`config.mk`:
```
export PLATFORM = sky130hd
export DESIGN_NAME = base64_stream_encoder
export DESIGN_NICKNAME = d
export VERILOG_FILES = /design/src/rtl/core/b64e_pkg.sv /design/src/rtl/core/b64e_front.sv /design/src/rtl/core/b64e_queue.sv /design/src/rtl/core/b64e_back.sv /design/src/rtl/core/base64_stream_encoder.sv
export SDC_FILE = /design/constraint.sdc
export NUM_CORES = 1
export LEC_CHECK = 0
export BUFFER_PORTS_ARGS = -buffer_cell sky130_fd_sc_hd__buf_2
export CORE_MARGIN = 2
export CORE_UTILIZATION = 55
export CTS_BUF_LIST = sky130_fd_sc_hd__clkbuf_2
export DETAILED_ROUTE_END_ITERATION = 8
export GPL_ROUTABILITY_DRIVEN = 1
export PLACE_DENSITY = 0.71
export SYNTH_ARGS = -nofsm -noshare
export SYNTH_HDL_FRONTEND = slang
export SYNTH_SLANG_ARGS = --single-unit
```
`constraint.sdc`:
```
create_clock -name aclk -period 4.15 [get_ports aclk]
set_input_delay 0.83 -clock aclk [delete_from_list [all_inputs] [get_ports aclk]]
set_output_delay 0.83 -clock aclk [all_outputs]
set_load 0.05 [all_outputs]
```
`src/rtl/core/b64e_pkg.sv`:
```
`default_nettype none
// ----------------------------------------------------------------------------
// b64e_pkg
// Shared types, constants and the sextet-to-character map for the base64
// stream encoder.
// ----------------------------------------------------------------------------
package b64e_pkg;

    localparam int BYTE_W      = 8;
    localparam int CHAR_W      = 7;
    localparam int SEXTET_W    = 6;
    localparam int GROUP_W     = 3 * BYTE_W;
    localparam int CHAR_IDX_W  = 2;
    localparam int QUEUE_DEPTH = 2;
    localparam int QUEUE_PTR_W = 1;
    localparam int QUEUE_CNT_W = 2;

    localparam logic [1:0] PHASE_EMPTY = 2'd0;
    localparam logic [1:0] PHASE_ONE   = 2'd1;
    localparam logic [1:0] PHASE_TWO   = 2'd2;

    localparam logic [1:0] PAD_NONE = 2'd0;
    localparam logic [1:0] PAD_ONE  = 2'd1;
    localparam logic [1:0] PAD_TWO  = 2'd2;

    localparam logic [CHAR_IDX_W-1:0] CHAR_LAST = 2'd3;

    localparam logic [CHAR_W-1:0] PAD_CHAR = 7'h3D;

    typedef struct packed {
        logic [GROUP_W-1:0] group;
        logic [1:0]         pad_count;
        logic               is_last;
    } group_entry_t;

    function automatic logic [CHAR_W-1:0] sextet_to_char(input logic [SEXTET_W-1:0] v);
        logic [CHAR_W-1:0] v7;
        v7 = {1'b0, v};
        if (v < 6'd26) begin
            return v7 + 7'd65;
        end else if (v < 6'd52) begin
            return v7 + 7'd71;
        end else if (v < 6'd62) begin
            return v7 - 7'd4;
        end else if (v == 6'd62) begin
            return 7'h2B;
        end else begin
            return 7'h2F;
        end
    endfunction

endpackage
`default_nettype wire

```
`src/rtl/core/b64e_front.sv`:
```
`default_nettype none
// ----------------------------------------------------------------------------
// b64e_front
// Accepts input bytes, holds the open group and hands complete or
// closing groups to the group queue.
// ----------------------------------------------------------------------------
module b64e_front (
    input  wire logic                   aclk,
    input  wire logic                   aresetn,
    input  wire logic                   s_axis_tvalid,
    output logic                        s_axis_tready,
    input  wire logic [7:0]             s_axis_tdata,
    input  wire logic                   s_axis_tlast,
    output logic                        push_valid,
    output b64e_pkg::group_entry_t      push_entry,
    input  wire logic                   push_ready
);
    import b64e_pkg::*;

    logic [BYTE_W-1:0] first_reg, first_next;
    logic [BYTE_W-1:0] second_reg, second_next;
    logic [1:0]        phase_reg, phase_next;
    logic              accept;

    assign s_axis_tready = push_ready;
    assign accept        = s_axis_tvalid && push_ready;

    always_comb begin
        first_next  = first_reg;
        second_next = second_reg;
        phase_next  = phase_reg;
        push_valid  = 1'b0;
        push_entry  = '0;
        if (accept) begin
            case (phase_reg)
                PHASE_ONE: begin
                    if (s_axis_tlast) begin
                        push_valid = 1'b1;
                        push_entry = '{group: {first_reg, s_axis_tdata, 8'h00},
                                       pad_count: PAD_ONE, is_last: 1'b1};
                    end else begin
                        second_next = s_axis_tdata;
                        phase_next  = PHASE_TWO;
                    end
                end
                PHASE_TWO: begin
                    push_valid = 1'b1;
                    push_entry = '{group: {first_reg, second_reg, s_axis_tdata},
                                   pad_count: PAD_NONE, is_last: s_axis_tlast};
                end
                default: begin
                    if (s_axis_tlast) begin
                        push_valid = 1'b1;
                        push_entry = '{group: {s_axis_tdata, 16'h0000},
                                       pad_count: PAD_TWO, is_last: 1'b1};
                    end else begin
                        first_next = s_axis_tdata;
                        phase_next = PHASE_ONE;
                    end
                end
            endcase
            if (push_valid) begin
                first_next  = '0;
                second_next = '0;
                phase_next  = PHASE_EMPTY;
            end
        end
    end

    always_ff @(posedge aclk) begin
        if (!aresetn) begin
            first_reg  <= '0;
            second_reg <= '0;
            phase_reg  <= PHASE_EMPTY;
        end else begin
            first_reg  <= first_next;
            second_reg <= second_next;
            phase_reg  <= phase_next;
        end
    end

`ifndef SYNTHESIS
    a_phase_legal: assert property (@(posedge aclk) disable iff (!aresetn)
        phase_reg != 2'd3)
        else $error("group phase out of range");
    a_group_cleared: assert property (@(posedge aclk) disable iff (!aresetn)
        push_valid |=> (phase_reg == PHASE_EMPTY))
        else $error("open group not cleared after hand-off");
`endif

endmodule
`default_nettype wire

```
`src/rtl/core/b64e_queue.sv`:
```
`default_nettype none
// ----------------------------------------------------------------------------
// b64e_queue
// Short group queue between the byte front end and the character back end.
// ----------------------------------------------------------------------------
module b64e_queue (
    input  wire logic                   aclk,
    input  wire logic                   aresetn,
    input  wire logic                   push_valid,
    input  wire b64e_pkg::group_entry_t push_entry,
    output logic                        push_ready,
    output logic                        head_valid,
    output b64e_pkg::group_entry_t      head_entry,
    input  wire logic                   pop
);
    import b64e_pkg::*;

    group_entry_t           slot_reg [QUEUE_DEPTH];
    logic [QUEUE_PTR_W-1:0] wr_ptr_reg, wr_ptr_next;
    logic [QUEUE_PTR_W-1:0] rd_ptr_reg, rd_ptr_next;
    logic [QUEUE_CNT_W-1:0] count_reg, count_next;
    logic                   do_push;
    logic                   do_pop;

    assign push_ready = (count_reg != QUEUE_CNT_W'(QUEUE_DEPTH));
    assign head_valid = (count_reg != '0);
    assign head_entry = slot_reg[rd_ptr_reg];
    assign do_push    = push_valid && push_ready;
    assign do_pop     = pop && head_valid;

    function automatic logic [QUEUE_PTR_W-1:0] ptr_inc(input logic [QUEUE_PTR_W-1:0] p);
        if (p == QUEUE_PTR_W'(QUEUE_DEPTH - 1)) begin
            return '0;
        end else begin
            return p + 1'b1;
        end
    endfunction

    always_comb begin
        wr_ptr_next = do_push ? ptr_inc(wr_ptr_reg) : wr_ptr_reg;
        rd_ptr_next = do_pop ? ptr_inc(rd_ptr_reg) : rd_ptr_reg;
        count_next  = count_reg;
        if (do_push && !do_pop) begin
            count_next = count_reg + 1'b1;
        end else if (do_pop && !do_push) begin
            count_next = count_reg - 1'b1;
        end
    end

    always_ff @(posedge aclk) begin
        if (do_push) begin
            slot_reg[wr_ptr_reg] <= push_entry;
        end
    end

    always_ff @(posedge aclk) begin
        if (!aresetn) begin
            wr_ptr_reg <= '0;
            rd_ptr_reg <= '0;
            count_reg  <= '0;
        end else begin
            wr_ptr_reg <= wr_ptr_next;
            rd_ptr_reg <= rd_ptr_next;
            count_reg  <= count_next;
        end
    end

`ifndef SYNTHESIS
    a_count_bound: assert property (@(posedge aclk) disable iff (!aresetn)
        count_reg <= QUEUE_CNT_W'(QUEUE_DEPTH))
        else $error("queue overfilled");
    a_no_pop_empty: assert property (@(posedge aclk) disable iff (!aresetn)
        pop |-> head_valid)
        else $error("pop from empty queue");
`endif

endmodule
`default_nettype wire

```
`src/rtl/core/b64e_back.sv`:
```
`default_nettype none
// ----------------------------------------------------------------------------
// b64e_back
// Turns one queued group into four characters, one per cycle while the
// output is not stalled, through a registered output beat.
// ----------------------------------------------------------------------------
module b64e_back (
    input  wire logic                   aclk,
    input  wire logic                   aresetn,
    input  wire logic                   head_valid,
    input  wire b64e_pkg::group_entry_t head_entry,
    output logic                        pop,
    output logic                        m_axis_tvalid,
    input  wire logic                   m_axis_tready,
    output logic [7:0]                  m_axis_tdata,
    output logic                        m_axis_tlast
);
    import b64e_pkg::*;

    logic [CHAR_IDX_W-1:0] idx_reg, idx_next;
    logic                  valid_reg, valid_next;
    logic [CHAR_W-1:0]     char_reg, char_next;
    logic                  last_reg, last_next;
    logic                  out_load;
    logic                  advance;
    logic [SEXTET_W-1:0]   sextet;
    logic [2:0]            pad_sum;

    assign out_load = !valid_reg || m_axis_tready;
    assign advance  = head_valid && out_load;
    assign pop      = advance && (idx_reg == CHAR_LAST);
    assign pad_sum  = {1'b0, idx_reg} + {1'b0, head_entry.pad_count};

    always_comb begin
        case (idx_reg)
            2'd0:    sextet = head_entry.group[23:18];
            2'd1:    sextet = head_entry.group[17:12];
            2'd2:    sextet = head_entry.group[11:6];
            default: sextet = head_entry.group[5:0];
        endcase
    end

    always_comb begin
        idx_next   = idx_reg;
        valid_next = valid_reg;
        char_next  = char_reg;
        last_next  = last_reg;
        if (out_load) begin
            valid_next = head_valid;
        end
        if (advance) begin
            idx_next  = idx_reg + 1'b1;
            char_next = (pad_sum > 3'd3) ? PAD_CHAR : sextet_to_char(sextet);
            last_next = head_entry.is_last && (idx_reg == CHAR_LAST);
        end
    end

    always_ff @(posedge aclk) begin
        if (!aresetn) begin
            idx_reg   <= '0;
            valid_reg <= 1'b0;
        end else begin
            idx_reg   <= idx_next;
            valid_reg <= valid_next;
        end
    end

    always_ff @(posedge aclk) begin
        char_reg <= char_next;
        last_reg <= last_next;
    end

    assign m_axis_tvalid = valid_reg;
    assign m_axis_tdata  = {1'b0, char_reg};
    assign m_axis_tlast  = last_reg;

`ifndef SYNTHESIS
    a_mid_group_head: assert property (@(posedge aclk) disable iff (!aresetn)
        (idx_reg != '0) |-> head_valid)
        else $error("group in progress without queued entry");
    a_last_on_fourth: assert property (@(posedge aclk) disable iff (!aresetn)
        (advance && (idx_reg != CHAR_LAST)) |=> !last_reg)
        else $error("last flag on a character other than the fourth");
`endif

endmodule
`default_nettype wire

```
`src/rtl/core/base64_stream_encoder.sv`:
```
`default_nettype none
// ----------------------------------------------------------------------------
// base64_stream_encoder
// Streaming base64 encoder, standard alphabet with '=' padding.
//
//   channel  | dir | tdata                         | tlast
//   s_axis   | in  | [7:0] data_byte               | last_byte
//   m_axis   | out | [6:0] out_char, [7] zero      | last_char
//
// one character leaves per cycle while m_axis is not stalled; a group of
// three bytes becomes four characters at the back end, which bounds the sustained input rate
// the front takes a byte per cycle while the two-entry group queue has room
// synchronous active-low reset empties the open group, the queue and the
// output register
// m_axis stalls hold the current character; s_axis stalls only when the
// queue is full
// ----------------------------------------------------------------------------
module base64_stream_encoder (
    input  wire logic       aclk,
    input  wire logic       aresetn,
    input  wire logic       s_axis_tvalid,
    output logic            s_axis_tready,
    input  wire logic [7:0] s_axis_tdata,   // [7:0] data_byte
    input  wire logic       s_axis_tlast,
    output logic            m_axis_tvalid,
    input  wire logic       m_axis_tready,
    output logic [7:0]      m_axis_tdata,   // [6:0] out_char, [7] zero
    output logic            m_axis_tlast
);
    import b64e_pkg::*;

    logic         push_valid;
    group_entry_t push_entry;
    logic         push_ready;
    logic         head_valid;
    group_entry_t head_entry;
    logic         pop;

    b64e_front u_front (
        .aclk          (aclk),
        .aresetn       (aresetn),
        .s_axis_tvalid (s_axis_tvalid),
        .s_axis_tready (s_axis_tready),
        .s_axis_tdata  (s_axis_tdata),
        .s_axis_tlast  (s_axis_tlast),
        .push_valid    (push_valid),
        .push_entry    (push_entry),
        .push_ready    (push_ready)
    );

    b64e_queue u_queue (
        .aclk       (aclk),
        .aresetn    (aresetn),
        .push_valid (push_valid),
        .push_entry (push_entry),
        .push_ready (push_ready),
        .head_valid (head_valid),
        .head_entry (head_entry),
        .pop        (pop)
    );

    b64e_back u_back (
        .aclk          (aclk),
        .aresetn       (aresetn),
        .head_valid    (head_valid),
        .head_entry    (head_entry),
        .pop           (pop),
        .m_axis_tvalid (m_axis_tvalid),
        .m_axis_tready (m_axis_tready),
        .m_axis_tdata  (m_axis_tdata),
        .m_axis_tlast  (m_axis_tlast)
    );

endmodule
`default_nettype wire
```
### Yosys cells after proc, flatten, opt, wreduce, memory -nomap -nowiden

Memories as Yosys holds them, arrays and structs flattened. A register that Yosys moved wholly into a read port is not among the register bits.
Index checks and enable logic that the tools add are counted.

* muxes and demuxes: 30
* magnitude comparators: 4
* reduce and logical (&&, ||, !) cells: 20
* add/subtract/negate cells: 9
* equal/unequal tests: 10

Operator list (count)
* $mux 27: 3
* $pmux 27 s2: 1
* $mux 8: 5
* $mux 7: 3
* $pmux 6 s3: 1
* $add 6x7->7 const B: 2
* $lt 6x6->1 const B: 2
* $mux 1: 10
* $mux 2: 5
* $reduce_and 3->1: 3
* $logic_and 1x1->1: 8
* $sub 6x3->7 const B: 1
* $eq 2x2->1 const B: 3
* $eq 6x6->1 const B: 1
* $lt 6x5->1 const B: 1
* $ne 2x1->1 const B: 3
* $reduce_bool 2->1: 3
* $add 2x1->2 const B: 2
* $eq 2x1->1 const B: 2
* $pmux 2 s2: 1
* $add 2x2->3: 1
* $gt 3x2->1 const B: 1
* $logic_not 1->1: 3
* $mux 3: 1
* other kinds (6): 7

* register bits: 33
* RAM bits: 54
* logic and storage cells: 84
* output and inout port bits: 11
* bits of input ports: 13
* memories kept: 1

Memory list
* u_queue.slot_reg: depth 2, width 27, rd ports 1, clocked after memory_dff 1, wr ports 1, RTL line b64e_queue.sv:18 `group_entry_t slot_reg [QUEUE_DEPTH];`

### Longest topological paths before layout

Gate-level depths: netlist of the first run.

* depth after elaboration: 9
* depth in mapped cells: 11

### Cells and area by module

A second synthesis of the first run with hierarchy kept.

* cell total of the unflattened synthesis: 339
* area, all modules: 4256.6 µm²

Modules (own cells, without submodules)
* b64e_queue: cells an instance 108, instances 1, area each 2188.3 µm²
* b64e_back: cells an instance 127, instances 1, area each 1083.5 µm²
* b64e_front: cells an instance 104, instances 1, area each 984.7 µm²

### Worst setup path after synthesis of the first run

Ideal clock, no wire load.

* path kind: reg2reg
* start: register u_queue.count_reg[0]
* end: memory u_queue.slot_reg[0][0] (netlist name) (enable)
* cell stages (with the launch flop): 4
* slack: 702 ps
* data arrival time: 3000 ps
* library setup time: 447 ps
* path through: dfxtp_1 > nand2b_1 > nand2_1 > nor3_1

* longest elaborated chain between the ends: 6

RTL lines
* from (decl): RTL line b64e_queue.sv:21 `logic [QUEUE_CNT_W-1:0] count_reg, count_next;`
* from (signal assigned): RTL line b64e_queue.sv:64 `count_reg <= count_next;`
* $ne 2x2->1 *: RTL line b64e_queue.sv:25 `assign push_ready = (count_reg != QUEUE_CNT_W'(QUEUE_DEPTH));`
* via s_axis_tready: RTL line base64_stream_encoder.sv:22 `output logic s_axis_tready,`
* $logic_and 1x1->1: RTL line b64e_front.sv:26 `assign accept = s_axis_tvalid && push_ready;`
* $mux 1: RTL line b64e_front.sv:34 `if (accept) begin`
* $logic_and 1x1->1 *: RTL line b64e_queue.sv:28 `assign do_push = push_valid && push_ready;`
* $mux 1 *: RTL line b64e_queue.sv:51 `if (do_push) begin`
* $mux 1 (not written as such) *: RTL line b64e_queue.sv:52 `slot_reg[wr_ptr_reg] <= push_entry;`
* to (decl): RTL line b64e_queue.sv:18

The timed path passes the listed nets; every way through them passes the cells marked *.

### Final worst setup path of the first run

* start: register u_back.idx_reg[0]
* end: register u_back.char_reg[2], data pin

* longest elaborated chain between the ends: 7
* elaborated cells on any way between the ends: 17

RTL lines
* from (decl): RTL line b64e_back.sv:20 `logic [CHAR_IDX_W-1:0] idx_reg, idx_next;`
* from (signal assigned): RTL line b64e_back.sv:63 `idx_reg <= idx_next;`
* branches (longest 7 deep; another with $sub 6x3->7)
* to (signal assigned): RTL line b64e_back.sv:69 `char_reg <= char_next;`
* to (decl): RTL line b64e_back.sv:22 `logic [CHAR_W-1:0] char_reg, char_next;`

Several ways; the timed one is not identified.
A chain may end at the register's enable or synchronous reset.

==> flow_metrics.env, run 1 <==
export IMPL_ys_flop_type="edfxtp_1"
export IMPL_min_period_ns=2.94
export IMPL_holdCritPathClass="reg -> reg"
export IMPL_setup_violations=0
export IMPL_antenna_cells=0
export IMPL_clock_latency_ns=0.52
export IMPL_slowest_delay_ns=0.48
export IMPL_synth_seq_cells=88
export IMPL_startpoint_type="register"
export IMPL_path_clk_slew_ns=0.24
export IMPL_run_status="completed"
export IMPL_fmax_mhz=341
export IMPL_post_cts_setup_buffers=0
export IMPL_chipWidth_um=89.7
export IMPL_p_leak_nw=1.56
export IMPL_port_buffers=22
export IMPL_rows=31
export IMPL_cp_arrival_ns=3.25
export IMPL_maxSlewHeadroom=0.580
export IMPL_synth_top_area_cell="edfxtp_1"
export IMPL_end_kind="register"
export IMPL_synthDominantCellAreaShare=0.461
export IMPL_die_area_mm2=0.00805
export IMPL_tightest_slew_ns=0.629
export IMPL_routedWlPerCell_um=17.6
export IMPL_layout_drive_gt1_share=0.176
export IMPL_syn_nets=339
export IMPL_seqCellArea_mm2=0.00238
export IMPL_grt_antenna_before_repair=0
export IMPL_required_ns=4.47
export IMPL_ctsResizeCount=0
export IMPL_clock_sinks=88
export IMPL_hold_viol_final=0
export IMPL_cpMaxStageDelayCell="dfxtp_1"
export IMPL_grt_pass1_vias=2417
export IMPL_cts_max_level=3
export IMPL_cts_buffers_inserted=9
export IMPL_grt_max_degree=29
export IMPL_ios=24
export IMPL_drt_initial_drc_count=139
export IMPL_initial_core_util=0.563
export IMPL_syn_inst=313
export IMPL_cts_hold_buffers=0
export IMPL_async_flop_share=0
export IMPL_layout_nets=357
export IMPL_synth_edf_count=62
export IMPL_core_area_mm2=0.00718
export IMPL_drt_total_wl_mm=7.67
export IMPL_synth_distinct_cells=54
export IMPL_cts_root_buf="clkbuf_2"
export IMPL_drt_pass1_iter_count=4
export IMPL_multi_input_area_mm2=0.00152
export IMPL_postRouteAntennaNets=0
export IMPL_clock_skew_ns=0.0409
export IMPL_crit_chain="inv_1, ha_1, a22oi_1, a221oi_1, a21oi_1, ha_1, nor2_1, maj3_2, a21oi_1, o21ai_1"
export IMPL_clockBufferDepth=2
export IMPL_synth_yosys_warnings=0
export IMPL_crit_fanout=12
export IMPL_fillers=583
export IMPL_grt_setup_unrepaired="false"
export IMPL_gr_total_overflow=0
export IMPL_period_share=0.707
export IMPL_yosys_top_cells_area="edfxtp_1 46%, dfxtp_1 13%, a22o_1 5.9%"
export IMPL_num_vias=2521
export IMPL_maxCapViolations=0
export IMPL_area_growth_pct=6.32
export IMPL_track_usage=0.209
export IMPL_avgSynthCellArea_um2=12.9
export IMPL_globalplace_congestion=0.846
export IMPL_mostFrequentLayoutCell="edfxtp_1"
export IMPL_irDropWorstVdd_v=0.000252
export IMPL_final_cell_mix="62 x edfxtp_1, 27 x a22o_1, 26 x dfxtp_1"
export IMPL_vias_per_cell=5.80
export IMPL_dp_hpwl_mm=5.44
export IMPL_cts_tree="done"
export IMPL_drc=0
export IMPL_p_per_area_mw_per_mm2=448
export IMPL_slew_viol_final=0
export IMPL_synth_seq_area_share=0.590
export IMPL_path_class="reg -> reg"
export IMPL_largest_register_ffs=54
export IMPL_syn_cell_area_mm2=0.00404
export IMPL_hold_slack_ns=0.503
export IMPL_finalSetupTns_ns=0
export IMPL_grt_pass1_wl_mm=12.3
export IMPL_die_y_um=89.7
==> where the power goes <==
group,internal [mW],switching (mW),total [mW]
logic,0.170,0.309,0.478
clock network,0.146,0.270,0.416
registers,1.01,0.0231,1.03
==> synth_stat cells (all sizes together), types with 3 or more instances <==
| cell type | instances |
|---|---|
| a21boi | 4 |
| a21oi | 10 |
| a22o | 27 |
| a22oi | 18 |
| and2 | 9 |
| and3 | 13 |
| buf | 9 |
| clkbuf | 10 |
| dfxtp | 26 |
| edfxtp | 62 |
| ha | 13 |
| inv | 7 |
| mux2 | 3 |
| mux2i | 8 |
| nand2 | 17 |
| nand3 | 4 |
| nor2 | 12 |
| nor2b | 14 |
| o21ai | 6 |
| o311a | 3 |
| or2 | 3 |
| xnor2 | 6 |
==> cell families (layout without fill, tap and decap cells) <==
group | after synthesis | after routing | synth area share
flip-flops | 88 | 88 | 0.590
AO/OA/AOI/OAI | 85 | 85 | 0.176
AND/OR/NAND/NOR | 81 | 81 | 0.110
buffers and inverters | 26 | 49 | 0.0362
adder cells (fa/ha/maj) | 14 | 14 | 0.0431
multiplexers | 11 | 11 | 0.0282
XOR/XNOR | 7 | 7 | 0.0152
other | 1 | 1 | 0.000928
==> through the flow <==
| stage | util | worst slack [ns] | area [um2] | power [mW] | cells |
|---|---|---|---|---|---|
| finish | 0.598 | 1.21 | 4290 | 1.92 | 435 |
| global route | 0.598 | 0.988 | 4290 | 2.02 | 435 |
| CTS | 0.598 | 1.23 | 4290 | 1.93 | 435 |
| detailed placement | 0.584 | 1.28 | 4190 | 1.52 | 419 |
| global placement | 0.584 | 1.37 | 4190 | 1.52 | 419 |
| floorplan | - | 0.702 | 4040 | 1.43 | 313 |
==> layer usage <==
metal,global-route usage,wire (um)
met5,0,0
met4,0.0692,65
met3,0.0521,229
met2,0.330,3780
met1,0.285,3590
==> layout make-up <==
| class | instances | share of cell area |
|---|---|---|
| sequential | 88 | 0.555 |
| multi-input combinational | 199 | 0.353 |
| timing repair buffer | 26 | 0.0326 |
| tap | 99 | 0.0288 |
| clock buffer | 12 | 0.0140 |
| clock inverter | 4 | 0.0108 |
| inverter | 7 | 0.00612 |
==> critical path: cells and delay by family (launching register included) <==
kind / cells / cell delay, ns
AND/OR/NAND/NOR: 1 / 0.08
flip-flops: 1 / 0.48
adder cells (fa/ha/maj): 3 / 1.00
buffers and inverters: 1 / 0.13
AO/OA/AOI/OAI: 5 / 1.03
==> path summary, 6_finish.rpt <==
path                              start                    end  slack (ns)  cells after the start
hold reg to reg   u_front.second_reg[0]  u_front.second_reg[0]        0.50                      2
hold / removal    u_front.second_reg[0]  u_front.second_reg[0]        0.50                      2
setup reg to reg      u_back.idx_reg[0]     u_back.char_reg[2]        1.21                     10
setup / recovery      u_back.idx_reg[0]     u_back.char_reg[2]        1.21                     10
(Power assumes the default switching activity.)
==> inputs of run 2 (changes only) <==
Clock period 4.15 ns to 2.84 ns, I/O delays scaled along.
==> run 2 against run 1 <==
  * Clock-buffer cell count decreased by 3
  * Final cell count increased by 1.4%
  * Register-to-register slack got worse by 1.1 ns
  * Critical path type unchanged
  * Largest cell class unchanged
==> flow_metrics.env, run 2 (same netlist as run 1, synthesis figures left out) <==
export IMPL_fin_area_mm2=0.00435
export IMPL_period_share=0.944
export IMPL_mostFrequentLayoutCell="edfxtp_1"
export IMPL_clock_sinks=88
export IMPL_hold_viol_final=0
export IMPL_rows=31
export IMPL_port_buffers=22
export IMPL_reg2reg_depth=10
export IMPL_tightest_slew_ns=0.607
export IMPL_holdCritPathClass="in -> reg"
export IMPL_p_sw_frac=0.319
export IMPL_antenna_cells=0
export IMPL_final_cell_mix="62 x edfxtp_1, 27 x a22o_1, 25 x dfxtp_1"
export IMPL_clkPwrFrac=0.223
export IMPL_final_util=0.607
export IMPL_largest_register_ffs=54
export IMPL_r2r_start="u_back.idx_reg[1]"
export IMPL_core_area_mm2=0.00718
export IMPL_vias_per_cell=5.76
export IMPL_path_clk_slew_ns=0.24
export IMPL_globalplace_congestion=0.859
export IMPL_slew_viol_final=0
export IMPL_power_net_switching_mw=0.909
export IMPL_layout_drive_gt1_share=0.193
export IMPL_cts_hold_buffers=0
export IMPL_die_area_mm2=0.00805
export IMPL_layout_nets=363
export IMPL_gr_total_overflow=0
export IMPL_drc=0
export IMPL_required_ns=3.14
export IMPL_setup_violations=0
export IMPL_grt_max_degree=29
export IMPL_cp_arrival_ns=2.98
export IMPL_die_y_um=89.7
export IMPL_end_kind="register"
export IMPL_dpl_instance_area_mm2=0.00424
export IMPL_maxCapViolations=0
export IMPL_grt_pass1_wl_mm=12.1
export IMPL_dp_hpwl_mm=5.58
export IMPL_grt_pass1_vias=2316
export IMPL_drt_pass1_iter_count=4
export IMPL_finalSetupTns_ns=0
export IMPL_cts_root_buf="clkbuf_2"
export IMPL_chipWidth_um=89.7
export IMPL_clock_skew_ns=0.0126
export IMPL_track_usage=0.203
export IMPL_cts_tree="done"
export IMPL_hold_depth=2
export IMPL_min_period_ns=2.68
export IMPL_cts_max_level=3
export IMPL_drt_initial_drc_count=137
export IMPL_combPwrFrac=0.250
export IMPL_fin_ws_ns=0.160
export IMPL_drt_total_wl_mm=7.75
export IMPL_clockBufferDepth=2
export IMPL_run_status="completed"
export IMPL_crit_start="u_back.idx_reg[1]"
export IMPL_startpoint_type="register"
export IMPL_hold_slack_ns=0.306
export IMPL_initial_core_util=0.563
export IMPL_area_growth_pct=7.81
export IMPL_grt_antenna_before_repair=0
export IMPL_fmax_mhz=373
export IMPL_clock_latency_ns=0.52
export IMPL_p_per_area_mw_per_mm2=655
export IMPL_p_leak_nw=1.60
export IMPL_seq_power_share=0.528
export IMPL_grt_setup_unrepaired="false"
export IMPL_maxSlewHeadroom=0.594
export IMPL_ios=24
export IMPL_irDropWorstVdd_v=0.000319
export IMPL_place_ws_ns=0.0777
export IMPL_routedWlPerCell_um=17.6
export IMPL_postRouteAntennaNets=0
export IMPL_hp_start="s_axis_tdata[2]"
export IMPL_cts_buffers_inserted=9
export IMPL_path_class="reg -> reg"
export IMPL_num_vias=2538
export IMPL_crit_fanout=12
export IMPL_p_int_mw=1.94
run 2: changes by cell type in the layout (fill, tap and decap cells not counted), sizes merged:
cell,delta
buf,+6
clkbuf,-3
inv,+3
run 2: stage by stage:
step           cells  power (mW)
6_report         441        2.85
5_1_grt          441        3.00
4_1_cts          441        2.87
3_5_place_dp     425        2.25
3_3_place_gp     425        2.23
2_1_floorplan    313        2.10
run 2: power groups by stage:
stage          Combinational (mW)  Clock (mW)  Sequential (mW)
2_1_floorplan               0.479           0             1.62
3_3_place_gp                0.702           0             1.53
3_5_place_dp                0.713           0             1.53
4_1_cts                     0.715       0.653             1.50
5_1_grt                     0.780       0.704             1.51
6_report                    0.711       0.635             1.50
run 2: layout make-up:
cell class	count	area, um2
clock inverters	7	68.8
repair buffers	32	185
multi-input cells	199	1520
well taps	99	124
inverters	7	26.3
flip-flops and latches	88	2380
fillers	590	2820
clock buffers	9	45.0
run 2: per-layer routing:
layer | vias up | wire length [um] | global-route usage
met2 | 50 | 3760 | 0.329
met5 | - | 0 | 0
met4 | 0 | 93 | 0.0529
met1 | 1242 | 3610 | 0.278
met3 | 8 | 279 | 0.0457
li1 | 1238 | - | -
run 2: final timing paths:
path / to / slack (ns)
max reg2reg: u_back.char_reg[2] / 0.16
min reg2reg: u_front.second_reg[0] / 0.48
max: u_back.char_reg[2] / 0.16
min: u_front.second_reg[2] / 0.31
run 2: repair_timing:
action | CTS | global route
gates resized for setup | 0 | 1
endpoints found under the setup margin | 0 | 2
buffers inserted | 0 | 0
run 2: critical path, cell delays in order (launching register included):
cell     delay (ns)
dfxtp_2        0.45
inv_1          0.09
ha_1           0.36
a22o_1         0.27
a211o_1        0.28
nand3_2        0.16
ha_1           0.25
nor2_1         0.08
maj3_2         0.32
a21oi_1        0.12
o21ai_1        0.09
==> inputs of run 3 (changes only) <==
Settings changed: GPL_ROUTABILITY_DRIVEN 1 to 0, PLACE_DENSITY 0.71 to 0.74.
Clock period 2.84 ns to 2.45 ns, I/O delays scaled along.
==> run 3 against run 2 <==
  * Sequential power grew 17%
  * Critical path depth up 2
  * The run now ends with setup timing left
  * Combinational power up 59%
  * Core utilization increased by 5.5 points
  * Largest power group unchanged
==> flow_metrics.env, run 3 (same netlist as run 1, synthesis figures left out) <==
export IMPL_violations="setup timing"
export IMPL_grt_max_degree=28
export IMPL_fin_ws_ns=-0.0583
export IMPL_fin_area_mm2=0.00475
export IMPL_slew_viol_final=0
export IMPL_clockBufferDepth=2
export IMPL_hold_slack_ns=0.216
export IMPL_dpl_instance_area_mm2=0.00440
export IMPL_r2r_start="u_back.idx_reg[0]"
export IMPL_largest_register_ffs=54
export IMPL_track_usage=0.210
export IMPL_required_ns=2.78
export IMPL_cts_hold_buffers=0
export IMPL_area_growth_pct=17.6
export IMPL_period_share=1.02
export IMPL_maxSlewHeadroom=0.653
export IMPL_layout_drive_gt1_share=0.312
export IMPL_path_clk_slew_ns=0.26
export IMPL_irDropWorstVdd_v=0.000393
export IMPL_die_y_um=89.7
export IMPL_drt_total_wl_mm=8.21
export IMPL_holdCritPathClass="in -> reg"
export IMPL_drt_initial_drc_count=174
export IMPL_maxCapViolations=0
export IMPL_cts_tree="done"
export IMPL_grt_pass1_vias=2518
export IMPL_mostFrequentLayoutCell="edfxtp_1"
export IMPL_num_vias=2717
export IMPL_p_leak_nw=1.74
export IMPL_p_per_area_mw_per_mm2=751
export IMPL_core_area_mm2=0.00718
export IMPL_tightest_slew_ns=0.517
export IMPL_final_cell_mix="62 x edfxtp_1, 33 x buf_4, 26 x a22o_1"
export IMPL_grt_antenna_before_repair=0
export IMPL_placed_cells=442
export IMPL_crit_fanout=7
export IMPL_layout_nets=390
export IMPL_hold_depth=2
export IMPL_drt_pass1_iter_count=4
export IMPL_min_period_ns=2.51
export IMPL_grt_pass1_wl_mm=12.5
export IMPL_ios=24
export IMPL_antenna_cells=0
export IMPL_setup_violations=3
export IMPL_routedWlPerCell_um=17.5
export IMPL_path_class="reg -> reg"
export IMPL_chipWidth_um=89.7
export IMPL_total_power_mw=3.57
export IMPL_port_buffers=22
export IMPL_clock_latency_ns=0.53
export IMPL_cts_max_level=3
export IMPL_die_area_mm2=0.00805
export IMPL_fin_cells=468
export IMPL_clock_sinks=88
export IMPL_gr_total_overflow=0
export IMPL_fmax_mhz=399
export IMPL_initial_core_util=0.563
export IMPL_cts_buffers_inserted=9
export IMPL_rrSetupSlack_ns=-0.06
export IMPL_end_kind="register"
export IMPL_min_to="u_front.second_reg[2]"
export IMPL_reg2reg_depth=12
export IMPL_postRouteAntennaNets=0
export IMPL_dp_hpwl_mm=5.66
export IMPL_cp_arrival_ns=2.84
export IMPL_rows=31
export IMPL_hold_viol_final=0
export IMPL_run_status="complete, but fails checks"
export IMPL_crit_reg2reg_capture="u_back.char_reg[2]"
export IMPL_hp_start="s_axis_tdata[2]"
export IMPL_grt_setup_unrepaired="true"
export IMPL_cts_root_buf="clkbuf_2"
export IMPL_vias_per_cell=5.81
export IMPL_drc=0
export IMPL_startpoint_type="register"
export IMPL_clock_skew_ns=0.0249
-- run 3: changes by cell type in the layout (fill, tap and decap cells not counted), sizes merged --
cell | previous run | this run
inv | 11 | 10
a221o | 2 | 3
clkinv | 2 | 0
clkinvlp | 0 | 4
buf | 32 | 58
bufinv | 1 | 0
-- run 3: cell type report --
type | instances | area [um2]
Inverter | 7 | 33.8
Fill cell | 533 | 2430
Clock inverter | 7 | 61.3
Tap cell | 99 | 124
Clock buffer | 9 | 45.0
Timing Repair Buffer | 58 | 409
Sequential cell | 88 | 2390
Multi-Input combinational cell | 200 | 1690
-- run 3: worst max-delay path by stage --
stage                            startpoint                  to  slack [ns]  cells after the start
after floorplan           u_back.idx_reg[1]  u_back.char_reg[2]        0.03                     11
after global placement    u_back.idx_reg[0]  u_back.char_reg[2]       -0.08                     11
after detailed placement  u_back.idx_reg[0]  u_back.char_reg[2]       -0.13                     11
after CTS                 u_back.idx_reg[0]  u_back.char_reg[1]       -0.01                     11
after global routing      u_back.idx_reg[0]  u_back.char_reg[2]       -0.16                     12
final                     u_back.idx_reg[0]  u_back.char_reg[2]       -0.06                     12
-- run 3: what timing repair did --
action,CTS,global route
resized for setup,10,26
endpoints found under the setup margin,5,5
pin swaps,1,16
buffers inserted,0,9
gates cloned,0,1
-- run 3: layer usage --
| metal | GRT usage | routed length [um] | up-vias |
|---|---|---|---|
| li1 | - | - | 1299 |
| met1 | 0.281 | 3590 | 1322 |
| met2 | 0.335 | 4080 | 74 |
| met3 | 0.0475 | 350 | 22 |
| met4 | 0.0787 | 195 | 0 |
| met5 | 0 | 0 | - |
-- run 3: worst max-delay path: stages (launching register included) --
cell and delay, ns:
dfxtp_4 0.44, clkinvlp_4 0.15, buf_6 0.16, ha_4 0.15, a22o_1 0.23, a211o_1 0.31
nand3_4 0.11, buf_12 0.13, clkinvlp_4 0.12, ha_4 0.20, xnor2_2 0.14, a21oi_2 0.12
o21ai_1 0.07
-- run 3: per-stage QoR --
step                setup WS (ns)  utilization  TNS (ns)
CTS                       -0.0131        0.633   -0.0131
finish                    -0.0583        0.662   -0.0997
global placement          -0.0816        0.613    -0.113
floorplan                  0.0285            -         0
global route               -0.158        0.662    -0.542
detailed placement         -0.130        0.613    -0.296
-- run 3: where the power goes --
group / switching [mW] / internal (mW)
Clock: 0.535 / 0.157
Combinational: 0.628 / 0.500
Sequential: 0.0423 / 1.71
Total: 1.20 / 2.36
